**src/sv/lst_mem.sv**
```systemverilog
// single-port node memory with registered read
module lst_mem #(
  parameter int unsigned DEPTH = 4,
  parameter int unsigned AW    = 2,
  parameter int unsigned DW    = 8
) (
  input  logic          clk,
  input  logic          we,
  input  logic [AW-1:0] addr,
  input  logic [DW-1:0] wdata,
  output logic [DW-1:0] rdata
);
  logic [DW-1:0] mem [DEPTH];

  always_ff @(posedge clk) begin
    if (we) begin
      mem[addr] <= wdata;
    end
    rdata <= mem[addr];
  end
endmodule

```
**config.mk**
```make
export PLATFORM = sky130hd
export DESIGN_NAME = lst_mem
export DESIGN_NICKNAME = d
export VERILOG_FILES = /design/src/sv/lst_mem.sv
export SDC_FILE = /design/constraint.sdc
export NUM_CORES = 1
export LEC_CHECK = 0
export CORE_MARGIN = 2
export CORE_UTILIZATION = 40
export DETAILED_ROUTE_END_ITERATION = 10
export DONT_BUFFER_PORTS = 1
export PLACE_DENSITY_LB_ADDON = 0.3
export SLEW_MARGIN = 20
export SYNTH_ARGS = -nofsm -noshare
export SYNTH_HDL_FRONTEND = slang
export SYNTH_SLANG_ARGS = --single-unit
```
**constraint.sdc**
```tcl
create_clock -name clk -period 1.7 [get_ports clk]
set_input_delay 0.425 -clock clk [delete_from_list [all_inputs] [get_ports clk]]
set_output_delay 0.425 -clock clk [all_outputs]
set_load 0.005 [all_outputs]
```
==> summary.md <==
| Metric | Value |
|---|---|
| Final hold slack | `172 ps` |
| Synth Register Bits | `40` |
| Layout Skew | `10.5 ps` |
| Final hold vios | `0` |
| RR Startpoint | `mem[1][7]` |
| Utilization after layout | `44.9%` |
| Hold_sp | `wdata[7]` |
| Num rows | `21` |
| Max Cap Viol | `0` |
| Global-route wire length before repair | `2990 µm` |
| TNS Setup | `0 ps` |
| ANT cells | `0` |
| Number of setup violations in the final report | `0` |
| Worst R2R Path Depth | `1` |
| Clock transition at path regs | `110 ps` |
| Residual DRC count | `0` |
| Final Max Tran Viols | `0` |
| GRT Resource Usage Total | `11.3%` |
| Die Wd | `62.3 µm` |
| Final min period | `1110 ps` |
| Met1 GRT Util | `11.2%` |
| Inserted Clock Buffers | `5` |
| Routed vias/inst | `4.97` |
| DR WL/cell | `17.5 µm` |
| Setup repair bufs after CTS | `0` |
| Cts repair resizes | `0` |
| Sequential fraction of the synthesis area | `82.4%` |
| Fill cells | `297` |
| Unrepaired setup endpoints after global routing | `no` |
| Area occupied by multi-input gates | `223 µm²` |
| Net total in the final layout | `72` |
| Worst-path fanout max | `1` |
| Vias in the first global route | `570` |
| Placer congestion estimate | `0.634` |
| Hold Crit Class | `input port to flop` |
| CTS Hold Buffers Added | `0` |
| Core ar. | `0.00331 mm²` |
| Startpoint Class | `flop` |
| Critical path capture point type | `output pin` |
| Status | `completed` |
| Crit path DAT | `690 ps` |
| Drt first pass iters | `2` |
| Initial core utilization | `41.1%` |
| Grt total ovfl | `0` |
| Post-synth cell types | `9` |
| Root buffer cell | `clkbuf_4` |
| DR vias | `532` |
| Pwr dens | `1190 mW/mm²` |
| CP Data Required Time | `1270 ps` |
| Post-Synthesis Net Count | `66` |
| Clock Latency Late Sink | `340 ps` |
| CTS Sinks | `40` |
| CTS tree | `done` |
| RR Endpoint | `rdata[7]` |
| Area Growth Syn to Fin | `9.20%` |
| CTS Buffer Depth | `2` |
| Syn avg cell area | `25.2 µm²` |
| Initial antenna violation count | `0` |
| Die Ht | `62.3 µm` |
| Port Buffers | `0` |
| Register area | `0.00112 mm²` |
| Actual slew at the worst max-slew pin | `232 ps` |
| Grt peak-use layer | `met2` |
| Leakage | `0.488 nW` |
| CTS HTree Levels | `2` |
| Hold depth | `0` |
| Global Route met2 Usage | `18.6%` |
| Max transition margin | `84.5%` |
| Post-Syn Area | `0.00136 mm²` |
| Crit path kind | `flop to output pin` |
| Hold Path Sink | `mem[2][7]` |
| Largest net degree at the start of global routing | `13` |
| Period utilisation layout | `65.3%` |
| Worst R2R Setup Slack | `710 ps` |
| Drt total wl | `1880 µm` |
| Area of the die | `0.00388 mm²` |
| Max Clk Rate | `901 MHz` |
| Worst VDD drop | `0.000433 V` |
| Synthesized instance count | `54` |
| Synthesis Warnings | `0` |
| DRT iter0 DRCs | `14` |
| Ports | `20` |
| Layout cells sized above 1 | `27.9%` |
| DRT antenna net count | `0` |
| Met3 usage | `6.34%` |
cells in the final DEF (no fill, tap or decap):
master	n
and3_2	1
nor3b_1	1
clkinv_2	1
mux4_1	2
and3b_2	2
edfxtp_1	32
clkbuf_4	5
dfxtp_1	8
buf_4	1
mux4_2	6
bufinv_16	1
clkbuf_1	1
area by class of cell:
cell class                 count  area share [%]
multi-input combinational     12            15.0
clock inverter                 2            2.36
clock buffer                   6            2.78
timing repair buffer           1           0.505
sequential                    40            75.5
tap                           46            3.88
cells in the mapped netlist:
cell type / number / area [µm²]
mux4_2: 6 / 135
edfxtp_1: 32 / 961
mux4_1: 2 / 52.6
and3_2: 1 / 7.51
dfxtp_1: 8 / 160
buf_6: 1 / 11.3
nor3b_1: 1 / 7.51
buf_2: 1 / 5.00
and3b_2: 2 / 20.0
worst max-delay path by stage:
stage | from | endpoint | slack, ps | cells past startpoint
finish | rdata[6] | rdata[6] | 590 | 0
global route | rdata[6] | rdata[6] | 550 | 0
detailed placement | addr[1] | mem[0][2] | 570 | 2
floorplan | addr[1] | mem[0][0] | 30 | 2
CTS | rdata[6] | rdata[6] | 570 | 0
global placement | addr[1] | mem[0][2] | 570 | 2
layer usage:
layer	vias to the layer above	routed length [µm]
met4	0	49
met3	5	115
met2	17	1040
met5	-	0
li1	237	-
met1	273	674
logic make-up after synthesis:
family,synth area share [%]
muxes,13.8
DFF,82.4
and+or+nand+nor,2.58
buffers and inverters,1.20
sequential cells by signal (all words and copies together) (netlist names):
signal,count
mem,32
rdata,8
per-stage QoR:
stage / power, mW / cells / instance area [µm²] / worst slack (ps)
after floorplan: 1.20 / 54 / 1360 / 33.5
after global routing: 1.84 / 107 / 1490 / 548
after global placement: 1.20 / 99 / 1410 / 574
after CTS: 1.79 / 107 / 1490 / 570
after detailed placement: 1.21 / 99 / 1410 / 570
final: 1.77 / 107 / 1490 / 590
where the power goes:
part	internal, mW	switching (mW)	total (mW)
Clock	0.308	0.281	0.589
Sequential	1.12	0.0168	1.13
Combinational	0.0321	0.0159	0.0480
No activity file was read; power rests on OpenSTA's default activity.
